<file path="src/rtl/core/htfd_pkg.sv">
`timescale 1ns / 1ps

package htfd_pkg;

  // CRC-8 generator polynomial, MSB first
  localparam logic [7:0] CRC_POLY = 8'h31;

  // Clears the two status bits of the data LSB
  localparam logic [7:0] STATUS_MASK = 8'hFC;

  // Conversion slopes and offsets, in hundredths
  localparam logic [14:0] TEMP_SPAN = 15'd17572;
  localparam logic [14:0] HUM_SPAN = 15'd12500;
  localparam logic signed [15:0] TEMP_OFFSET = 16'sd4685;
  localparam logic signed [15:0] HUM_OFFSET = 16'sd600;

  // Measurement kind codes
  localparam logic KIND_TEMP = 1'b0;
  localparam logic KIND_HUM = 1'b1;

  // Position of the next expected byte within a frame
  typedef enum logic [1:0] {
    POS_MSB = 2'd0,
    POS_LSB = 2'd1,
    POS_CRC = 2'd2
  } htfd_pos_t;

  // One received byte
  typedef struct packed {
    logic [7:0] rx_byte;
    logic       measure_kind;
    logic       frame_start;
  } htfd_in_t;

  // Completed frame, before conversion
  typedef struct packed {
    logic        crc_ok;
    logic [15:0] raw_code;
    logic        kind;
  } htfd_frame_t;

  // One decoded reading
  typedef struct packed {
    logic               crc_ok;
    logic [15:0]        raw_code;
    logic signed [14:0] value_centi;
    logic               kind_out;
  } htfd_out_t;

  // Advance the CRC-8 by one byte, MSB first
  function automatic logic [7:0] crc8_update(input logic [7:0] acc, input logic [7:0] data);
    logic [7:0] c;
    c = acc ^ data;
    for (int k = 0; k < 8; k++) begin
      if (c[7]) begin
        c = {c[6:0], 1'b0} ^ CRC_POLY;
      end else begin
        c = {c[6:0], 1'b0};
      end
    end
    return c;
  endfunction

endpackage

</file>
<file path="src/rtl/core/htfd_frame.sv">
`timescale 1ns / 1ps

module htfd_frame (
  input  logic                  clk,
  input  logic                  rst_n,
  input  logic                  accept,
  input  htfd_pkg::htfd_in_t    in_data,
  input  logic                  advance,
  output logic                  frm_valid,
  output htfd_pkg::htfd_frame_t frm_data
);

  htfd_pkg::htfd_pos_t   pos_r, pos_nxt;
  logic [7:0]            crc_r, crc_nxt;
  logic [7:0]            high_r, high_nxt;
  logic [7:0]            low_r, low_nxt;
  logic                  frm_valid_r, frm_valid_nxt;
  htfd_pkg::htfd_frame_t frm_r, frm_nxt;
  logic                  emit;
  logic                  take_msb;

  // A start flag always opens a new frame
  assign take_msb = in_data.frame_start || (pos_r == htfd_pkg::POS_MSB);

  // Next byte position
  always_comb begin
    pos_nxt = pos_r;
    if (accept) begin
      if (take_msb) begin
        pos_nxt = htfd_pkg::POS_LSB;
      end else begin
        unique case (pos_r)
          htfd_pkg::POS_LSB: pos_nxt = htfd_pkg::POS_CRC;
          htfd_pkg::POS_CRC: pos_nxt = htfd_pkg::POS_MSB;
          default:           pos_nxt = htfd_pkg::POS_LSB;
        endcase
      end
    end
  end

  // Frame-complete strobe on the CRC byte
  always_comb begin
    emit = 1'b0;
    if (accept && !take_msb) begin
      unique case (pos_r)
        htfd_pkg::POS_CRC: emit = 1'b1;
        default:           emit = 1'b0;
      endcase
    end
  end

  // Data bytes and running CRC
  always_comb begin
    crc_nxt  = crc_r;
    high_nxt = high_r;
    low_nxt  = low_r;
    if (accept) begin
      if (take_msb) begin
        high_nxt = in_data.rx_byte;
        crc_nxt  = htfd_pkg::crc8_update(8'h00, in_data.rx_byte);
      end else if (pos_r == htfd_pkg::POS_LSB) begin
        low_nxt = in_data.rx_byte;
        crc_nxt = htfd_pkg::crc8_update(crc_r, in_data.rx_byte);
      end else begin
        crc_nxt = 8'h00;
      end
    end
  end

  // Completed-frame register, drained by the conversion stage
  always_comb begin
    frm_nxt          = frm_r;
    frm_valid_nxt    = frm_valid_r;
    if (advance) begin
      frm_valid_nxt = 1'b0;
    end
    if (emit) begin
      frm_valid_nxt    = 1'b1;
      frm_nxt.crc_ok   = (crc_r == in_data.rx_byte);
      frm_nxt.raw_code = {high_r, low_r & htfd_pkg::STATUS_MASK};
      frm_nxt.kind     = in_data.measure_kind;
    end
  end

  always_ff @(posedge clk) begin
    if (!rst_n) begin
      pos_r       <= htfd_pkg::POS_MSB;
      crc_r       <= 8'h00;
      high_r      <= 8'h00;
      low_r       <= 8'h00;
      frm_valid_r <= 1'b0;
    end else begin
      pos_r       <= pos_nxt;
      crc_r       <= crc_nxt;
      high_r      <= high_nxt;
      low_r       <= low_nxt;
      frm_valid_r <= frm_valid_nxt;
    end
  end

  // Payload needs no reset
  always_ff @(posedge clk) begin
    frm_r <= frm_nxt;
  end

  assign frm_valid = frm_valid_r;
  assign frm_data  = frm_r;

endmodule

</file>
<file path="src/rtl/core/htfd_convert.sv">
`timescale 1ns / 1ps

module htfd_convert (
  input  logic                  clk,
  input  logic                  rst_n,
  input  logic                  frm_valid,
  input  htfd_pkg::htfd_frame_t frm_data,
  output logic                  advance,
  output logic                  out_valid,
  input  logic                  out_stall,
  output htfd_pkg::htfd_out_t   out_data
);

  logic                       out_valid_r, out_valid_nxt;
  htfd_pkg::htfd_out_t        out_r, out_nxt;
  logic [14:0]                span;
  logic signed [15:0]         offset;
  logic [30:0]                prod;
  logic [14:0]                scaled;
  logic signed [15:0]         value;

  // Output register is free when empty or being taken
  assign advance = !out_valid_r || !out_stall;

  // Select slope and offset by kind
  always_comb begin
    if (frm_data.kind == htfd_pkg::KIND_HUM) begin
      span   = htfd_pkg::HUM_SPAN;
      offset = htfd_pkg::HUM_OFFSET;
    end else begin
      span   = htfd_pkg::TEMP_SPAN;
      offset = htfd_pkg::TEMP_OFFSET;
    end
  end

  // Scale raw code: floor(span * raw / 65536) - offset
  assign prod   = 31'(frm_data.raw_code) * 31'(span);
  assign scaled = prod[30:16];
  assign value  = signed'({1'b0, scaled}) - offset;

  // Load the next reading
  always_comb begin
    out_nxt       = out_r;
    out_valid_nxt = out_valid_r;
    if (advance) begin
      out_valid_nxt = frm_valid;
      if (frm_valid) begin
        out_nxt.crc_ok      = frm_data.crc_ok;
        out_nxt.raw_code    = frm_data.raw_code;
        out_nxt.value_centi = frm_data.crc_ok ? value[14:0] : 15'sd0;
        out_nxt.kind_out    = frm_data.kind;
      end
    end
  end

  always_ff @(posedge clk) begin
    if (!rst_n) begin
      out_valid_r <= 1'b0;
    end else begin
      out_valid_r <= out_valid_nxt;
    end
  end

  always_ff @(posedge clk) begin
    out_r <= out_nxt;
  end

  assign out_valid = out_valid_r;
  assign out_data  = out_r;

endmodule

</file>
<file path="src/rtl/core/humidity_temp_frame_decoder_core.sv">
`timescale 1ns / 1ps

// Decoder for the three-byte measurement frame of a humidity/temperature
// sensor: data MSB, data LSB, CRC-8 (poly 0x31, init 0).
// Input channel (in_valid/in_stall/in_data) takes one byte per transaction
// together with the measurement kind and a frame-start flag; a start flag
// always opens a new frame and drops any partial one.
// Result channel (out_valid/out_stall/out_data) carries one reading per
// complete frame: CRC verdict, raw code with status bits cleared, value in
// hundredths (zero on CRC failure) and the kind of the CRC byte.
// Throughput: one byte per cycle while in_stall is low. The frame register
// loads at the edge that takes the CRC byte and the output register loads
// from it once free, so the reading passes through both registers; the one
// 16x15 multiply by the selected slope in the conversion sets the path.
// When the receiver stalls, the output register holds its reading and the
// frame register can hold one more; in_stall rises only when both are full,
// and while it is high no byte is taken.
// Synchronous reset clears the byte position, CRC, data bytes and both
// valid flags.

module humidity_temp_frame_decoder_core (
  input  logic                clk,
  input  logic                rst_n,
  input  logic                in_valid,
  output logic                in_stall,
  input  htfd_pkg::htfd_in_t  in_data,
  output logic                out_valid,
  input  logic                out_stall,
  output htfd_pkg::htfd_out_t out_data
);

  logic                  accept;
  logic                  advance;
  logic                  frm_valid;
  htfd_pkg::htfd_frame_t frm_data;

  // Hold the input only when a finished frame cannot move on
  assign in_stall = frm_valid && !advance;
  assign accept   = in_valid && !in_stall;

  htfd_frame u_frame (
    .clk       (clk),
    .rst_n     (rst_n),
    .accept    (accept),
    .in_data   (in_data),
    .advance   (advance),
    .frm_valid (frm_valid),
    .frm_data  (frm_data)
  );

  htfd_convert u_convert (
    .clk       (clk),
    .rst_n     (rst_n),
    .frm_valid (frm_valid),
    .frm_data  (frm_data),
    .advance   (advance),
    .out_valid (out_valid),
    .out_stall (out_stall),
    .out_data  (out_data)
  );

endmodule

</file>
<file path="config.mk">
export PLATFORM = sky130hd
export DESIGN_NAME = humidity_temp_frame_decoder_core
export DESIGN_NICKNAME = d
export VERILOG_FILES = /design/src/rtl/core/htfd_pkg.sv /design/src/rtl/core/htfd_frame.sv /design/src/rtl/core/htfd_convert.sv /design/src/rtl/core/humidity_temp_frame_decoder_core.sv
export SDC_FILE = /design/constraint.sdc
export NUM_CORES = 1
export LEC_CHECK = 0
export BUFFER_PORTS_ARGS = -buffer_cell sky130_fd_sc_hd__buf_2
export CORE_ASPECT_RATIO = 1.2
export CORE_UTILIZATION = 40
export DETAILED_ROUTE_END_ITERATION = 12
export SKIP_LAST_GASP = 1
export SLEW_MARGIN = 20
export SYNTH_ARGS = -nofsm -noshare
export SYNTH_HDL_FRONTEND = slang
export SYNTH_SLANG_ARGS = --single-unit
export TNS_END_PERCENT = 20
</file>
<file path="constraint.sdc">
create_clock -name clk -period 7.8 [get_ports clk]
set_clock_uncertainty 0.05 [all_clocks]
set_input_delay 1.56 -clock clk [delete_from_list [all_inputs] [get_ports clk]]
set_output_delay 1.56 -clock clk [all_outputs]
set_load 0.005 [all_outputs]
</file>
Yosys cells after proc, flatten, opt, wreduce, memory -nomap -nowiden
Index checks and enable logic that the tools add are counted.
{ "word_totals": {"ff_bits": 75, "out_inout_bits": 35, "wordCells": 112, "in_bits": 14} }
{ "op_classes": {"reduce_logical": 15, "n_eq_ne": 3, "mux": 61, "addsub": 1, "mul": 1, "bitwise": 18} }
{ "op_table": {"columns": ["op", "count"], "rows": [
  ["8-bit two-way mux", 37],
  ["6-bit two-way mux", 16],
  ["3-bit NOT", 16],
  ["14-bit by 15-bit multiplier with 29-bit output", 1],
  ["15-bit two-way mux", 1],
  ["15-bit by 13-bit subtractor with 15-bit output", 1],
  ["13-bit two-way mux", 1],
  ["8-bit equality test", 1],
  ["8-bit XOR", 1],
  ["1-bit logical NOT", 5],
  ["1-bit two-way mux", 4],
  ["2-bit case mux with 2 select lines", 1],
  ["2-bit AND reduction", 2],
  ["1-bit logical AND", 3],
  ["3-bit AND reduction", 1],
  ["2-bit by 1-bit equality test with 1-bit output (second input constant)", 1],
  ["2-bit equality test (second input constant)", 1],
  ["2-bit logical NOT", 1],
  ["1-bit logical OR", 2],
  ["2-bit two-way mux", 1],
  ["2-bit nonzero test", 1],
  ["1-bit NOT", 1]
]} }

Logic depth before layout (Yosys ltp)
{ "logic_depth": {"depth_word": 41, "ltp_mapped": 31, "depth_no_buf": 29} }

Modules after synthesis
A second synthesis with hierarchy kept.
{ "hier_totals": {"cells_unflattened": 863, "hier_area_um2": 8495.6} }
{ "modules_own_cells": {"columns": ["module", "instances", "cells_each", "area_per_inst_um2"], "rows": [
  ["htfd_convert", 1, 678, 6468.7],
  ["htfd_frame", 1, 183, 2004.4],
  ["humidity_temp_frame_decoder_core", 1, 2, 22.5]
]} }

Worst setup path before layout
Ideal clock, no wire load.
{ "synth_timing": {"path_kind": "register to register", "startpoint": "register u_frame.frm_r (netlist bit u_frame.frm_data[0])", "endpoint": "register u_convert.out_r (netlist bit u_convert.out_data[15]), data pin", "path_buffers": 2, "required_ns": 7.488, "path_slack_ns": 0.984, "t_arrival_ns": 6.504, "stages_incl_launch_ff": 30, "synth_period_minus_slack_ns": 6.816, "setup_time_ns": 0.262, "path_cell_list": "edfxtp_1 buf_6 inv_1 clkbuf_1 nand2_1 nand2_1 ha_1 inv_1 fa_1 inv_1 ha_1 fa_1 fa_1 inv_1 fa_1 inv_1 ha_1 and4_1 o21ai_1 o21a_4 o21ai_0 xor2_1 ha_1 or4_1 a21oi_1 nor3_1 o211ai_1 o21ai_1 a211oi_2 mux2i_1"} }
{ "synth_via": {"elab_chain_len": 3, "word_cells_on_any_way": 4, "classes_between": "add/sub (1); mul (1); mux (2)"} }
{ "synth_lines": {"columns": ["item", "line", "source"], "rows": [
  ["start, declared", "htfd_frame.sv:18", "htfd_pkg::htfd_frame_t frm_r, frm_nxt;"],
  ["start signal, assigned", "htfd_frame.sv:103", "frm_r <= frm_nxt;"],
  ["15-bit two-way mux", "htfd_convert.sv:27", "if (frm_data.kind == htfd_pkg::KIND_HUM) begin"],
  ["14-bit by 15-bit multiplier with 29-bit output", "htfd_convert.sv:37", "assign prod = 31'(frm_data.raw_code) * 31'(span);"],
  ["15-bit by 13-bit subtractor with 15-bit output (*)", "htfd_convert.sv:39", "assign value = signed'({1'b0, scaled}) - offset;"],
  ["end signal, assigned", "htfd_convert.sv:65", "out_r <= out_nxt;"],
  ["end, declared", "htfd_convert.sv:15", "htfd_pkg::htfd_out_t out_r, out_nxt;"]
]} }
Mark *: on every way between the ends. The rest lies on a longest branch, timed or not.
A chain may end at the register's enable or synchronous reset.

Worst setup path in the final report
Same ends and word-level chain as after synthesis.

==> flow_summary.json <==
{
  "dpl.hpwl_mm": 13.13,
  "cts_sinks": 73,
  "setup_viol": 0,
  "power_frac_comb_pct": 36.9,
  "p_per_area_nw_per_um2": 162.1,
  "cts_hold_buf": 0,
  "yosys_most_used_dff": "edfxtp_1",
  "synthArstFlopShare_pct": 0,
  "crit_slowest_cell": "fa_1",
  "start_util_pct": 40.69,
  "port_buffers": 46,
  "antenna_found_initial": 0,
  "ys_warn_count": 0,
  "crit_chain": "buf_4 > and2b_1 > or2_2 > ha_1 > fa_1 > fa_1 > fa_1 > fa_1 > ha_1 > ha_1 > a21oi_1 > o21a_1 > o21ai_0 > xor2_1 > ha_1 > or4_1 > a21oi_1 > nor3_1 > o211ai_1 > o21ai_1 > a211oi_2 > mux2i_1",
  "ys_seq_area_share_pct": 25.27,
  "power_frac_clock_pct": 31.1,
  "hp-class": "reg2reg",
  "cts_tree": "yes",
  "post_cts_buffers": 0,
  "fin_crit_sh_pct": 93.46,
  "wl_per_cell_um": 15.11,
  "slew_violations": 0,
  "clk_latency_ns": 0.34,
  "drive_gt1_share_pct": 9.976,
  "dp_cells": 1062,
  "ir_drop_uv": 85.83,
  "path_class": "reg2reg",
  "dr.pass1.iters": 6,
  "placed_area_um2": 8145,
  "gr-total-overflow": 0,
  "rows": 55,
  "maxSlewHeadroom_pct": 40.30,
  "grt_pass1_wl_mm": 27.20,
  "die_w_um": 128.2,
  "post-place-ws_ns": 0.5601,
  "gp_congestion": 0.8845,
  "setup_slack_ns": 0.5098,
  "ys_types": 74,
  "start_kind": "flop",
  "critPathTopFamily": "adder cells",
  "dr_total_vias": 5403,
  "final_area_um2": 8451,
  "clockBufferDepth": 2,
  "run_status": "complete, no violations",
  "cts.clk_slew.worst_paths_ns": 0.07,
  "wirelength_mm": 16.29,
  "io_pins": 49,
  "grt_max_degree": 32,
  "switching_share_pct": 34.62,
  "arrival_ns": 7.44,
  "mostFrequentLayoutCells": "ha_1, inv_1, nand2_1",
  "p_leak_nw": 3.875,
  "fin_nets": 1016,
  "max_freq_mhz": 137.2,
  "hold_slack_ns": 0.3792,
  "fin_cells": 1078,
  "seq_power_share_pct": 32.1,
  "drc": 0,
  "cts_buffers": 9,
  "final_util_pct": 44.98,
  "synth_seq_cells": 73,
  "die_h_um": 153.4,
  "fp.dieArea_um2": 19670,
  "finalPower_mw": 1.370,
  "synth_edf_count": 47,
  "clockRootBuffer": "clkbuf_16",
  "post-route-min-period_ns": 7.290,
  "cts_resized": 0,
  "rsz0062_at_grt": "false",
  "max-cap-violations": 0,
  "diodes": 0,
  "gr-usage-all-layers_pct": 17.73,
  "hold_viol_final": 0,
  "vias_per_cell": 5.012,
  "synthCells": 774,
  "cp_data_required_time_ns": 7.95,
  "syn_area_per_cell_um2": 9.875,
  "power.switching_mw": 0.4741,
  "crit_fanout": 28,
  "syn_area_um2": 7644,
  "grt_pass1_vias": 5581,
  "fillers": 1820,
  "coreArea_um2": 18790,
  "layout-area-overhead-vs-synth_pct": 10.56,
  "tns_ns": 0,
  "critPathMaxStageDelay_ns": 0.53,
  "cp_num_buf_inv": 1,
  "worst_slew_pin_slew_ns": 0.8955,
  "ant_nets": 0,
  "endpoint_kind": "flop",
  "htreeDepth": 3,
  "drt_iter0_drc": 241,
  "final_common_cell": "ha_1",
  "internal_power_mw": 0.8955
}
[cells in the mapped netlist, types with 18 or more instances]
cell type | n | area (um^2)
a21oi_1 | 30 | 150.1
clkbuf_1 | 24 | 90.09
dfxtp_1 | 26 | 520.5
edfxtp_1 | 47 | 1411
fa_1 | 63 | 1261
ha_1 | 122 | 1526
inv_1 | 106 | 397.9
nand2_1 | 76 | 285.3
nor2_1 | 30 | 112.6
o21ai_0 | 19 | 95.09
xnor2_1 | 38 | 332.8
xor2_1 | 18 | 157.7
[state kept, by name, indices dropped and copies added (netlist names)]
signal and count:
u_frame.pos_r 2, u_frame.high_r 8, u_frame.frm_data 16, u_frame.frm_valid 1
u_convert.out_data 31, u_convert.out_valid 1, u_frame.crc_r 8, u_frame.low_r 6
[worst reg2reg max path, stage by stage, from the launching register on]
cell	delay, ns
edfxtp_1	0.41
buf_4	0.31
and2b_1	0.23
or2_2	0.31
ha_1	0.30
fa_1	0.49
fa_1	0.53
fa_1	0.52
fa_1	0.49
ha_1	0.31
ha_1	0.41
a21oi_1	0.23
o21a_1	0.25
o21ai_0	0.17
xor2_1	0.17
ha_1	0.23
or4_1	0.47
a21oi_1	0.20
nor3_1	0.10
o211ai_1	0.33
o21ai_1	0.16
a211oi_2	0.26
mux2i_1	0.22
[cells by family (layout without fill, tap and decap cells)]
| family | after synthesis | in the layout | synth area share [%] |
|---|---|---|---|
| muxes | 2 | 2 | 0.2619 |
| buffers and inverters | 136 | 171 | 6.924 |
| other | 2 | 15 | 0.09825 |
| and+or+nand+nor | 193 | 193 | 12.60 |
| adders and majority gates | 185 | 185 | 36.47 |
| AOI/OAI and AO/OA | 126 | 126 | 11.74 |
| xor gates and xnor gates | 57 | 57 | 6.630 |
| DFF | 73 | 73 | 25.27 |
[metal layers]
layer	global-route usage, %	vias up	share of wire [%]
met5	0	-	0
met4	6.387	0	2.4
met3	2.870	26	3.0
met2	31.63	93	51
met1	21.21	2576	44
li1	-	2708	-
[path summary, 6_finish.rpt]
kind | from | to | depth (start not counted) | slack, ns
max | u_frame.frm_data[0] | u_convert.out_data[15] | 22 | 0.51
min | u_frame.high_r[4] | u_frame.frm_data[13] | 0 | 0.38
max reg2reg | u_frame.frm_data[0] | u_convert.out_data[15] | 22 | 0.51
min reg2reg | u_frame.high_r[4] | u_frame.frm_data[13] | 0 | 0.38
[power by group through the flow]
stage	clock network, mW	logic, mW	registers, mW
6_report	0.426	0.505	0.439
5_1_grt	0.458	0.572	0.440
4_1_cts	0.442	0.507	0.439
3_5_place_dp	0	0.501	0.447
3_3_place_gp	0	0.500	0.447
2_1_floorplan	0	0.410	0.446
[cell type report]
type / instances / area [um^2] / area share (%)
clock inverters: 5 / 41.29 / 0.4886
clock buffers: 11 / 264.0 / 3.124
multi-input cells: 578 / 5243 / 62.04
repair buffers: 49 / 252.7 / 2.991
flip-flops and latches: 73 / 1932 / 22.86
well taps: 256 / 320.3 / 3.790
inverters: 106 / 397.9 / 4.708
Note: power is estimated with default switching activity, not from simulation.
